`src/rtl/core/wrhp_pkg.sv`:
```
package wrhp_pkg;

    localparam logic [31:0] TAG_RIFF = 32'h4646_4952;
    localparam logic [31:0] TAG_WAVE = 32'h4556_4157;
    localparam logic [31:0] TAG_FMT  = 32'h2074_6D66;
    localparam logic [31:0] TAG_DATA = 32'h6174_6164;

    localparam logic [9:0]  MS_PER_S        = 10'd1000;
    localparam logic [4:0]  FMT_CAPTURE_LEN = 5'd16;
    localparam logic [4:0]  WORD_LAST_BYTE  = 5'd3;
    localparam logic [31:0] WAVE_TAG_BYTES  = 32'd4;

    localparam int unsigned QUOT_W = 42;
    localparam int unsigned DIV_STEPS = QUOT_W;

    localparam logic KIND_PCM     = 1'b0;
    localparam logic KIND_SUMMARY = 1'b1;

    typedef enum logic [2:0] {
        ST_OK        = 3'd0,
        ST_NOT_RIFF  = 3'd1,
        ST_NOT_WAVE  = 3'd2,
        ST_NO_FORMAT = 3'd3,
        ST_NO_DATA   = 3'd4,
        ST_TRUNCATED = 3'd5
    } status_t;

    typedef enum logic [2:0] {
        PH_RIFF_TAG  = 3'd0,
        PH_RIFF_SIZE = 3'd1,
        PH_WAVE_TAG  = 3'd2,
        PH_CHUNK_TAG = 3'd3,
        PH_CHUNK_LEN = 3'd4,
        PH_PAYLOAD   = 3'd5,
        PH_PAD       = 3'd6,
        PH_DONE      = 3'd7
    } phase_t;

    typedef enum logic [1:0] {
        SEQ_IDLE     = 2'd0,
        SEQ_DIV_LOAD = 2'd1,
        SEQ_DIV_RUN  = 2'd2,
        SEQ_EMIT     = 2'd3
    } seq_t;

    typedef struct packed {
        logic [15:0] format_tag;
        logic [15:0] channels;
        logic [31:0] sample_rate;
        logic [31:0] byte_rate;
        logic [15:0] block_align;
        logic [15:0] bits;
        logic [31:0] data_size;
    } held_t;

    typedef struct packed {
        logic    pcm_fire;
        logic    sum_fire;
        status_t status;
    } parse_evt_t;

endpackage

```
`src/rtl/core/wrhp_div.sv`:
```
module wrhp_div (
    input  logic                         aclk,
    input  logic                         aresetn,
    input  logic                         start,
    input  logic [31:0]                  data_size,
    input  logic [31:0]                  divisor,
    output logic                         done,
    output logic [wrhp_pkg::QUOT_W-1:0]  quotient
);

    localparam int unsigned CNT_W = $clog2(wrhp_pkg::DIV_STEPS);
    localparam logic [CNT_W-1:0] CNT_LAST = CNT_W'(wrhp_pkg::DIV_STEPS - 1);

    logic                        busy_reg;
    logic                        done_reg;
    logic [CNT_W-1:0]            cnt_reg;
    logic [wrhp_pkg::QUOT_W-1:0] quo_reg;
    logic [31:0]                 rem_reg;

    logic [wrhp_pkg::QUOT_W-1:0] product;
    logic [32:0]                 trial;
    logic [32:0]                 diff;
    logic                        ge;
    logic [31:0]                 rem_next;

    assign product  = {10'd0, data_size} * {32'd0, wrhp_pkg::MS_PER_S};
    assign trial    = {rem_reg, quo_reg[wrhp_pkg::QUOT_W-1]};
    assign diff     = trial - {1'b0, divisor};
    assign ge       = trial >= {1'b0, divisor};
    // The remainder always stays below the divisor, so 32 bits hold it.
    assign rem_next = ge ? diff[31:0] : trial[31:0];

    always_ff @(posedge aclk) begin
        if (!aresetn) begin
            busy_reg <= 1'b0;
            done_reg <= 1'b0;
            cnt_reg  <= '0;
        end else begin
            done_reg <= 1'b0;
            if (start) begin
                busy_reg <= 1'b1;
                cnt_reg  <= '0;
            end else if (busy_reg) begin
                cnt_reg <= cnt_reg + 1'b1;
                if (cnt_reg == CNT_LAST) begin
                    busy_reg <= 1'b0;
                    done_reg <= 1'b1;
                end
            end
        end
    end

    always_ff @(posedge aclk) begin
        if (start) begin
            quo_reg <= product;
            rem_reg <= '0;
        end else if (busy_reg) begin
            quo_reg <= {quo_reg[wrhp_pkg::QUOT_W-2:0], ge};
            rem_reg <= rem_next;
        end
    end

    assign done     = done_reg;
    assign quotient = quo_reg;

endmodule

```
`src/rtl/core/wrhp_parser.sv`:
```
module wrhp_parser (
    input  logic                 aclk,
    input  logic                 aresetn,
    input  logic                 take,
    input  logic [7:0]           byte_value,
    input  logic                 start_of_file,
    input  logic                 end_of_stream,
    output wrhp_pkg::parse_evt_t evt,
    output wrhp_pkg::held_t      held
);

    wrhp_pkg::phase_t phase_reg, phase_b, phase_next;
    logic [4:0]       fbc_reg, fbc_b, fbc_next;
    logic [31:0]      ws_reg, ws_b, ws_next;
    logic [31:0]      riff_reg, riff_b, riff_next;
    logic [31:0]      tag_reg, tag_b, tag_next;
    logic [31:0]      left_reg, left_b, left_next;
    logic             pad_reg, pad_b, pad_next;
    logic             fmt_seen_reg, fmt_seen_b, fmt_seen_next;
    wrhp_pkg::held_t  held_reg, held_b, held_next;

    always_comb begin
        logic do_end;
        logic do_next;
        logic [3:0] pos;

        do_end  = 1'b0;
        do_next = 1'b0;

        // A start-of-file word resets the parser before the byte is taken.
        if (start_of_file) begin
            phase_b    = wrhp_pkg::PH_RIFF_TAG;
            fbc_b      = '0;
            ws_b       = '0;
            riff_b     = '0;
            tag_b      = '0;
            left_b     = '0;
            pad_b      = 1'b0;
            fmt_seen_b = 1'b0;
            held_b     = '0;
        end else begin
            phase_b    = phase_reg;
            fbc_b      = fbc_reg;
            ws_b       = ws_reg;
            riff_b     = riff_reg;
            tag_b      = tag_reg;
            left_b     = left_reg;
            pad_b      = pad_reg;
            fmt_seen_b = fmt_seen_reg;
            held_b     = held_reg;
        end

        pos           = fbc_b[3:0];
        phase_next    = phase_b;
        fbc_next      = fbc_b;
        ws_next       = ws_b;
        riff_next     = riff_b;
        tag_next      = tag_b;
        left_next     = left_b;
        pad_next      = pad_b;
        fmt_seen_next = fmt_seen_b;
        held_next     = held_b;
        evt           = '{pcm_fire: 1'b0, sum_fire: 1'b0, status: wrhp_pkg::ST_OK};

        unique case (phase_b)
            wrhp_pkg::PH_RIFF_TAG, wrhp_pkg::PH_RIFF_SIZE, wrhp_pkg::PH_WAVE_TAG,
            wrhp_pkg::PH_CHUNK_TAG, wrhp_pkg::PH_CHUNK_LEN: begin
                if ((phase_b == wrhp_pkg::PH_CHUNK_TAG || phase_b == wrhp_pkg::PH_CHUNK_LEN)
                    && riff_b != '0) begin
                    riff_next = riff_b - 1'b1;
                end
                ws_next = {byte_value, ws_b[31:8]};
                if (fbc_b < wrhp_pkg::WORD_LAST_BYTE) begin
                    fbc_next = fbc_b + 1'b1;
                end else begin
                    fbc_next = '0;
                    case (phase_b)
                        wrhp_pkg::PH_RIFF_TAG: begin
                            if (ws_next != wrhp_pkg::TAG_RIFF) begin
                                evt.sum_fire = 1'b1;
                                evt.status   = wrhp_pkg::ST_NOT_RIFF;
                                phase_next   = wrhp_pkg::PH_DONE;
                            end else begin
                                phase_next = wrhp_pkg::PH_RIFF_SIZE;
                            end
                        end
                        wrhp_pkg::PH_RIFF_SIZE: begin
                            riff_next  = (ws_next >= wrhp_pkg::WAVE_TAG_BYTES) ?
                                         ws_next - wrhp_pkg::WAVE_TAG_BYTES : '0;
                            phase_next = wrhp_pkg::PH_WAVE_TAG;
                        end
                        wrhp_pkg::PH_WAVE_TAG: begin
                            if (ws_next != wrhp_pkg::TAG_WAVE) begin
                                evt.sum_fire = 1'b1;
                                evt.status   = wrhp_pkg::ST_NOT_WAVE;
                                phase_next   = wrhp_pkg::PH_DONE;
                            end else begin
                                do_next = 1'b1;
                            end
                        end
                        wrhp_pkg::PH_CHUNK_TAG: begin
                            tag_next   = ws_next;
                            phase_next = wrhp_pkg::PH_CHUNK_LEN;
                        end
                        default: begin
                            left_next = ws_next;
                            pad_next  = ws_next[0];
                            if (tag_b == wrhp_pkg::TAG_FMT) begin
                                fmt_seen_next = 1'b1;
                            end
                            if (tag_b == wrhp_pkg::TAG_DATA) begin
                                held_next.data_size = ws_next;
                            end
                            if (ws_next == '0) begin
                                do_end = 1'b1;
                            end else begin
                                phase_next = wrhp_pkg::PH_PAYLOAD;
                            end
                        end
                    endcase
                end
            end
            wrhp_pkg::PH_PAYLOAD: begin
                if (riff_b != '0) begin
                    riff_next = riff_b - 1'b1;
                end
                if (tag_b == wrhp_pkg::TAG_FMT && fbc_b < wrhp_pkg::FMT_CAPTURE_LEN) begin
                    case (pos) inside
                        [4'd0:4'd1]:   held_next.format_tag[8*pos[0] +: 8] = byte_value;
                        [4'd2:4'd3]:   held_next.channels[8*pos[0] +: 8] = byte_value;
                        [4'd4:4'd7]:   held_next.sample_rate[8*pos[1:0] +: 8] = byte_value;
                        [4'd8:4'd11]:  held_next.byte_rate[8*pos[1:0] +: 8] = byte_value;
                        [4'd12:4'd13]: held_next.block_align[8*pos[0] +: 8] = byte_value;
                        default:       held_next.bits[8*pos[0] +: 8] = byte_value;
                    endcase
                    fbc_next = fbc_b + 1'b1;
                end else if (tag_b == wrhp_pkg::TAG_DATA) begin
                    evt.pcm_fire = 1'b1;
                end
                left_next = left_b - 1'b1;
                if (left_next == '0) begin
                    do_end = 1'b1;
                end
            end
            wrhp_pkg::PH_PAD: begin
                if (riff_b != '0) begin
                    riff_next = riff_b - 1'b1;
                end
                do_next = 1'b1;
            end
            default: begin
            end
        endcase

        if (do_end) begin
            if (tag_next == wrhp_pkg::TAG_DATA && held_next.data_size != '0) begin
                evt.sum_fire = 1'b1;
                evt.status   = (fmt_seen_next && held_next.byte_rate != '0) ?
                               wrhp_pkg::ST_OK : wrhp_pkg::ST_NO_FORMAT;
                phase_next   = wrhp_pkg::PH_DONE;
            end else if (pad_next) begin
                phase_next = wrhp_pkg::PH_PAD;
            end else begin
                do_next = 1'b1;
            end
        end

        if (do_next) begin
            if (riff_next == '0) begin
                evt.sum_fire = 1'b1;
                evt.status   = wrhp_pkg::ST_NO_DATA;
                phase_next   = wrhp_pkg::PH_DONE;
            end else begin
                phase_next = wrhp_pkg::PH_CHUNK_TAG;
                fbc_next   = '0;
            end
        end

        if (end_of_stream && phase_next != wrhp_pkg::PH_DONE) begin
            evt.sum_fire = 1'b1;
            evt.status   = wrhp_pkg::ST_TRUNCATED;
            phase_next   = wrhp_pkg::PH_DONE;
        end
    end

    always_ff @(posedge aclk) begin
        if (!aresetn) begin
            phase_reg    <= wrhp_pkg::PH_RIFF_TAG;
            fbc_reg      <= '0;
            ws_reg       <= '0;
            riff_reg     <= '0;
            tag_reg      <= '0;
            left_reg     <= '0;
            pad_reg      <= 1'b0;
            fmt_seen_reg <= 1'b0;
            held_reg     <= '0;
        end else if (take) begin
            phase_reg    <= phase_next;
            fbc_reg      <= fbc_next;
            ws_reg       <= ws_next;
            riff_reg     <= riff_next;
            tag_reg      <= tag_next;
            left_reg     <= left_next;
            pad_reg      <= pad_next;
            fmt_seen_reg <= fmt_seen_next;
            held_reg     <= held_next;
        end
    end

    assign held = held_reg;

endmodule

```
`src/rtl/core/wav_riff_header_parser_core.sv`:
```
// Channel | Direction | Ports                                      | Handshake
// s_      | in        | byte_value, start_of_file, end_of_stream   | s_valid / s_ready
// m_      | out       | kind, pcm_byte, fmt fields, data_size,     | m_valid / m_ready
//         |           | duration_ms, status, last                  |
// Header, pad and PCM words are taken while s_ready is high; a PCM result sits in the output register.
// A summary with good status first loads the 32x10 product into the bit-serial divider,
// then waits for its 42 restoring steps before it is emitted.
// A summary with an error status goes from its word through SEQ_EMIT into the output register.
// Reset is synchronous on aresetn; s_ready drops while a summary is pending
// and whenever the output register is full and m_ready is low.
module wav_riff_header_parser_core (
    input  logic        aclk,
    input  logic        aresetn,
    input  logic        s_valid,
    output logic        s_ready,
    input  logic [7:0]  s_byte_value,
    input  logic        s_start_of_file,
    input  logic        s_end_of_stream,
    output logic        m_valid,
    input  logic        m_ready,
    output logic        m_kind,
    output logic [7:0]  m_pcm_byte,
    output logic [15:0] m_format_tag,
    output logic [15:0] m_channel_count,
    output logic [31:0] m_sample_rate,
    output logic [31:0] m_avg_bytes_per_second,
    output logic [15:0] m_block_align,
    output logic [15:0] m_bits_per_sample,
    output logic [31:0] m_data_size,
    output logic [41:0] m_duration_ms,
    output logic [2:0]  m_status,
    output logic        m_last
);

    wrhp_pkg::seq_t       seq_reg, seq_next;
    wrhp_pkg::status_t    status_reg, status_next;
    logic                 m_valid_reg, m_valid_next;
    wrhp_pkg::parse_evt_t evt;
    wrhp_pkg::held_t      held;
    logic                 take;
    logic                 out_free;
    logic                 load_pcm;
    logic                 load_sum;
    logic                 div_start;
    logic                 div_done;
    logic [wrhp_pkg::QUOT_W-1:0] quotient;

    logic        kind_reg;
    logic [7:0]  pcm_reg;
    logic [15:0] fmt_tag_reg;
    logic [15:0] chan_reg;
    logic [31:0] rate_reg;
    logic [31:0] bps_reg;
    logic [15:0] align_reg;
    logic [15:0] bits_reg;
    logic [31:0] size_reg;
    logic [41:0] dur_reg;
    logic [2:0]  stat_reg;
    logic        last_reg;

    assign out_free = !m_valid_reg || m_ready;
    assign s_ready  = (seq_reg == wrhp_pkg::SEQ_IDLE) && out_free;
    assign take     = s_valid && s_ready;

    wrhp_parser u_parser (
        .aclk          (aclk),
        .aresetn       (aresetn),
        .take          (take),
        .byte_value    (s_byte_value),
        .start_of_file (s_start_of_file),
        .end_of_stream (s_end_of_stream),
        .evt           (evt),
        .held          (held)
    );

    wrhp_div u_div (
        .aclk      (aclk),
        .aresetn   (aresetn),
        .start     (div_start),
        .data_size (held.data_size),
        .divisor   (held.byte_rate),
        .done      (div_done),
        .quotient  (quotient)
    );

    always_ff @(posedge aclk) begin
        if (!aresetn) begin
            seq_reg     <= wrhp_pkg::SEQ_IDLE;
            status_reg  <= wrhp_pkg::ST_OK;
            m_valid_reg <= 1'b0;
        end else begin
            seq_reg     <= seq_next;
            status_reg  <= status_next;
            m_valid_reg <= m_valid_next;
        end
    end

    always_comb begin
        seq_next    = seq_reg;
        status_next = status_reg;
        load_pcm    = 1'b0;
        load_sum    = 1'b0;
        div_start   = 1'b0;
        unique case (seq_reg)
            wrhp_pkg::SEQ_IDLE: begin
                if (take) begin
                    load_pcm = evt.pcm_fire;
                    if (evt.sum_fire) begin
                        status_next = evt.status;
                        seq_next    = (evt.status == wrhp_pkg::ST_OK) ?
                                      wrhp_pkg::SEQ_DIV_LOAD : wrhp_pkg::SEQ_EMIT;
                    end
                end
            end
            wrhp_pkg::SEQ_DIV_LOAD: begin
                // Held fields settle at the accepting edge, so the divider starts from this load state.
                div_start = 1'b1;
                seq_next  = wrhp_pkg::SEQ_DIV_RUN;
            end
            wrhp_pkg::SEQ_DIV_RUN: begin
                if (div_done) begin
                    seq_next = wrhp_pkg::SEQ_EMIT;
                end
            end
            wrhp_pkg::SEQ_EMIT: begin
                if (out_free) begin
                    load_sum = 1'b1;
                    seq_next = wrhp_pkg::SEQ_IDLE;
                end
            end
            default: begin
                seq_next = wrhp_pkg::SEQ_IDLE;
            end
        endcase
        if (load_pcm || load_sum) begin
            m_valid_next = 1'b1;
        end else if (m_ready) begin
            m_valid_next = 1'b0;
        end else begin
            m_valid_next = m_valid_reg;
        end
    end

    always_ff @(posedge aclk) begin
        if (load_pcm) begin
            kind_reg    <= wrhp_pkg::KIND_PCM;
            pcm_reg     <= s_byte_value;
            fmt_tag_reg <= '0;
            chan_reg    <= '0;
            rate_reg    <= '0;
            bps_reg     <= '0;
            align_reg   <= '0;
            bits_reg    <= '0;
            size_reg    <= '0;
            dur_reg     <= '0;
            stat_reg    <= wrhp_pkg::ST_OK;
            last_reg    <= 1'b0;
        end else if (load_sum) begin
            kind_reg    <= wrhp_pkg::KIND_SUMMARY;
            pcm_reg     <= '0;
            fmt_tag_reg <= held.format_tag;
            chan_reg    <= held.channels;
            rate_reg    <= held.sample_rate;
            bps_reg     <= held.byte_rate;
            align_reg   <= held.block_align;
            bits_reg    <= held.bits;
            size_reg    <= held.data_size;
            dur_reg     <= (status_reg == wrhp_pkg::ST_OK) ? quotient : '0;
            stat_reg    <= status_reg;
            last_reg    <= 1'b1;
        end
    end

    assign m_valid                = m_valid_reg;
    assign m_kind                 = kind_reg;
    assign m_pcm_byte             = pcm_reg;
    assign m_format_tag           = fmt_tag_reg;
    assign m_channel_count        = chan_reg;
    assign m_sample_rate          = rate_reg;
    assign m_avg_bytes_per_second = bps_reg;
    assign m_block_align          = align_reg;
    assign m_bits_per_sample      = bits_reg;
    assign m_data_size            = size_reg;
    assign m_duration_ms          = dur_reg;
    assign m_status               = stat_reg;
    assign m_last                 = last_reg;

    a_done_in_run: assert property (@(posedge aclk) disable iff (!aresetn)
        div_done |-> seq_reg == wrhp_pkg::SEQ_DIV_RUN)
        else $error("divider finished outside its run phase");

    a_ok_goes_to_div: assert property (@(posedge aclk) disable iff (!aresetn)
        take && evt.sum_fire && evt.status == wrhp_pkg::ST_OK
        |=> seq_reg == wrhp_pkg::SEQ_DIV_LOAD)
        else $error("good summary did not start the divider");

    a_emit_loads_summary: assert property (@(posedge aclk) disable iff (!aresetn)
        seq_reg == wrhp_pkg::SEQ_EMIT && out_free
        |=> m_valid && m_kind == wrhp_pkg::KIND_SUMMARY && m_last)
        else $error("summary word not loaded on emit");

endmodule

```
`config.mk`:
```
export PLATFORM = sky130hd
export DESIGN_NAME = wav_riff_header_parser_core
export DESIGN_NICKNAME = d
export VERILOG_FILES = /design/src/rtl/core/wrhp_pkg.sv /design/src/rtl/core/wrhp_div.sv /design/src/rtl/core/wrhp_parser.sv /design/src/rtl/core/wav_riff_header_parser_core.sv
export SDC_FILE = /design/constraint.sdc
export NUM_CORES = 2
export LEC_CHECK = 0
export BUFFER_PORTS_ARGS = -buffer_cell sky130_fd_sc_hd__buf_2
export CORE_AREA = 2 2 334 204
export CTS_CLUSTER_DIAMETER = 50
export DETAILED_ROUTE_END_ITERATION = 8
export DIE_AREA = 0 0 336 206
export PLACE_DENSITY = 0.82
export SYNTH_ARGS = -nofsm -noshare
export SYNTH_HDL_FRONTEND = slang
export SYNTH_HIERARCHICAL = 1
export SYNTH_SLANG_ARGS = --single-unit
```
`constraint.sdc`:
```
create_clock -name aclk -period 6.1 [get_ports aclk]
set_input_delay 0.305 -clock aclk [delete_from_list [all_inputs] [get_ports aclk]]
set_output_delay 0.305 -clock aclk [all_outputs]
set_load 0.01 [all_outputs]
```
==> summary.md <==
| Metric | Value |
|---|---|
| Post-Route WL | roughly 130 mm |
| Drt via density | 6.58 |
| Filler cells | between 5000 and 6000 |
| Syn Area/Cell | 8.25 um2 |
| Initial Util | 55.1% |
| Status | finished clean |
| Post-synthesis cell count | 4459 |
| Req. time, crit path | 6.49 ns |
| Seq/Total Area, Yosys | 33.5% |
| Most used flip-flop cell after synthesis | dfxtp_1 |
| DRC violations left | 0 |
| Clk Latency, worst-skew pair | 0.67 ns |
| YS warnings | 6 |
| CP Class | reg -> reg |
| Max cap viols | 0 |
| Rel. slew slack | 16.1% |
| Internal Power | 8.41 mW |
| Period utilization | 93.8% |
| Clock Path Buffers | 3 |
| Endpoints failing setup | 0 |
| Power per cell area | between 300 and 400 nW/um2 |
| Fmax | 0.175 GHz |
| Storage cell area | approximately 12000 um2 |
| Slew @ Worst Pin | 1.26 ns |
| Flop pwr share | 34.6% |
| Static leakage | around 16 nW |
| Nature of the critical path startpoint | flop |
| Post-DR wirelength/cell | about 23 um |
| Crit. End Element | flop |
| First-pass GRT wire length | about 190 mm |
| Clock Power Share | around 27% |
| Clock-pin slew on the worst setup and hold paths | 0.07 ns |
| Worst Path Max Fanout | 7 |
| RSZ-0062 raised after global routing | false |
| Via count of the first global-routing pass | between 30000 and 40000 |
| Share of cells above drive strength 1 | 15.3% |
| Root Driver | clkbuf_16 |
| Max-slew violations | 0 |
| Net Sw Frac | 40.5% |
| Multi-input gate area | 22000 um2 |
| Detailed Routing Iterations Pass 1 | 6 |
| CTS tree | built |
| Most common cell after layout, fill and taps aside | dfxtp_1 |
| Clk sinks | 592 |
| Post-synth EDFFs | between 40 and 50 |
| WP data arrival | around 6.1 ns |
| Placer congestion estimate | approximately 1.0 |
| Initial DRC Count | 5747 |
| Worst hold-check path type | in -> reg |
| Fin Clk Skew | ~0.046 ns |
| Placed insts | 5345 |
| Tot GR Track Use | 35.2% |
| CTS Buf Count | 59 |
| Commonest non-fill, non-tap cells in the layout | dfxtp_1, nor2_1, o21ai_0, nand2_1, a21oi_1 |
| Switch Pwr | 5.73 mW |
| Core area | 66800 um2 |
| I/O Buffers | 230 |
| Post-DRT Antenna Nets | 0 |
| Syn_nets | 4726 |
| Die ar. | just under 70000 um2 |
| Synthesized area | between 30000 and 40000 um2 |
| Asr flop ratio synth | 0% |
| Setup TNS | 0 ns |
| H-Tree Depth | 2 |
| Synth Register Bits | ~590 |
| Max reg flops | 160 |
| Vias | 35900 |
| Non-filler instance count after layout | 5459 |
| Die extent in y | 206 um |
| Design area | 40600 um2 |
| Pin count of the biggest net entering global routing | 158 |
| Num ports | 231 |
| Initial antenna violation count | 4 |
| HPWL Detailed | ~88 mm |
| Netlist cell types | 98 |
| Final Worst Setup Slack | about 0.38 ns |
| Final Util | roughly three fifths |
| Nets@finish | 4763 |
| Synth-to-Final Area Change | 10.2% |
| Std-Cell Rows | 74 |
| Comb power frac | 38.0% |
| Overflow after GRT | 0 |
| Tmin final | approximately 5.7 ns |
| Peak VDD IR | 0.000277 V |
| Placed cell area | 38500 um2 |
| DIE WIDTH | about 340 um |
| Final hold violation count | 0 |
| DP Worst Slack | 0.451 ns |
## cells in the mapped netlist (18+ instances only)
master | count | area [um2]
or3_1 | 25 | 156
a21oi_2 | 171 | 1500
clkbuf_1 | 305 | 1140
o22ai_1 | 21 | 131
a21o_1 | 42 | 315
ha_1 | 134 | 1680
edfxtp_1 | 47 | 1410
dfxtp_1 | 545 | 10900
inv_1 | 228 | 856
nor4_1 | 57 | 357
buf_6 | 24 | 270
o211ai_1 | 18 | 135
fa_1 | 119 | 2380
and2_1 | 42 | 263
o31ai_1 | 21 | 158
nand3_1 | 218 | 1090
a22oi_1 | 208 | 1560
nor3b_1 | 26 | 195
xor2_1 | 48 | 420
nor2_1 | 466 | 1750
nor2b_1 | 52 | 325
a211oi_1 | 58 | 435
nor3_1 | 96 | 480
and3_1 | 42 | 263
o21ai_1 | 33 | 165
buf_2 | 21 | 105
nand2_1 | 259 | 972
o21ai_0 | 356 | 1780
nand4_1 | 95 | 594
mux2i_1 | 32 | 320
a31oi_1 | 33 | 206
xnor2_1 | 54 | 473
or4_1 | 23 | 173
a21oi_1 | 241 | 1210
## cell type report
class,instances,area share [%]
Multi-Input combinational cell,3264,54.4
Sequential cell,592,30.4
Timing Repair Buffer,349,5.21
Clock buffer,75,4.04
Tap cell,912,2.81
Inverter,230,2.16
Clock inverter,36,1.02
Antenna cell,1,0.00617
## logic make-up after synthesis
logic type                 after synthesis  synth area share [%]
and+or+nand+nor                       1488                  19.9
buffers and inverters                  603                  6.83
adders and majority gates              253                  11.0
DFF                                    592                  33.5
muxes                                   36                 0.993
AOI/OAI and AO/OA                     1385                  25.3
xor gates and xnor gates               102                  2.43
## metal layers
metal | GRT usage (%) | routed length (um) | up-vias
met1 | 51.4 | 53700 | 17100
met5 | 0 | 13 | -
li1 | - | - | 16100
met4 | 12.2 | 4440 | 2
met3 | 12.3 | 18300 | 318
met2 | 47.4 | 49500 | 2337
## path summary, 6_finish.rpt
| check | startpoint | endpoint | slack [ns] | cells past startpoint |
|---|---|---|---|---|
| setup / recovery | u_parser/held[3]$_SDFFE_PN0P_ | u_div/quotient[37]$_DFFE_PP_ | 0.38 | 16 |
| hold reg to reg | u_parser/tag_reg[27]$_SDFFE_PN0P_ | u_parser/tag_reg[27]$_SDFFE_PN0P_ | 0.45 | 2 |
| setup reg to reg | u_parser/held[3]$_SDFFE_PN0P_ | u_div/quotient[37]$_DFFE_PP_ | 0.38 | 16 |
| hold / removal | aresetn | status_reg[1]$_SDFFE_PN0P_ | 0.16 | 3 |
## power by group through the flow
| stage | combinational, mW | sequential [mW] | clock, mW |
|---|---|---|---|
| 3_3_place_gp | 5.11 | 4.94 | 0 |
| 6_report | 5.38 | 4.89 | 3.87 |
| 5_1_grt | 5.78 | 4.94 | 4.05 |
| 4_1_cts | 5.19 | 4.87 | 3.88 |
| 2_1_floorplan | 3.83 | 4.82 | 0 |
| 3_5_place_dp | 5.14 | 4.95 | 0 |
## metrics by stage
stage	hold WS [ns]	total power, mW
final	0.160	14.1
after global routing	0.162	14.8
after CTS	0.132	13.9
after detailed placement	0.444	10.1
after global placement	0.437	10.1
after floorplan	0.427	8.64
## worst max-delay path, stage by stage (launching register included)
cell	delay (ns)
dfxtp_1	0.48
inv_1	0.18
fa_1	0.60
fa_1	0.45
fa_1	0.50
fa_1	0.52
inv_1	0.04
ha_1	0.37
a2111oi_0	0.41
o21ai_1	0.15
a21oi_1	0.38
nand2_1	0.14
a31oi_1	0.32
a21oi_1	0.16
o21a_1	0.20
or3_1	0.31
a32o_1	0.25
## what timing repair did
item                      in CTS  in global routing
hold buffers                   2                  0
hold endpoints to repair       3                  0
buffers inserted               0                  0
resized for setup              0                  0
Note: power is estimated with default switching activity, not from simulation.
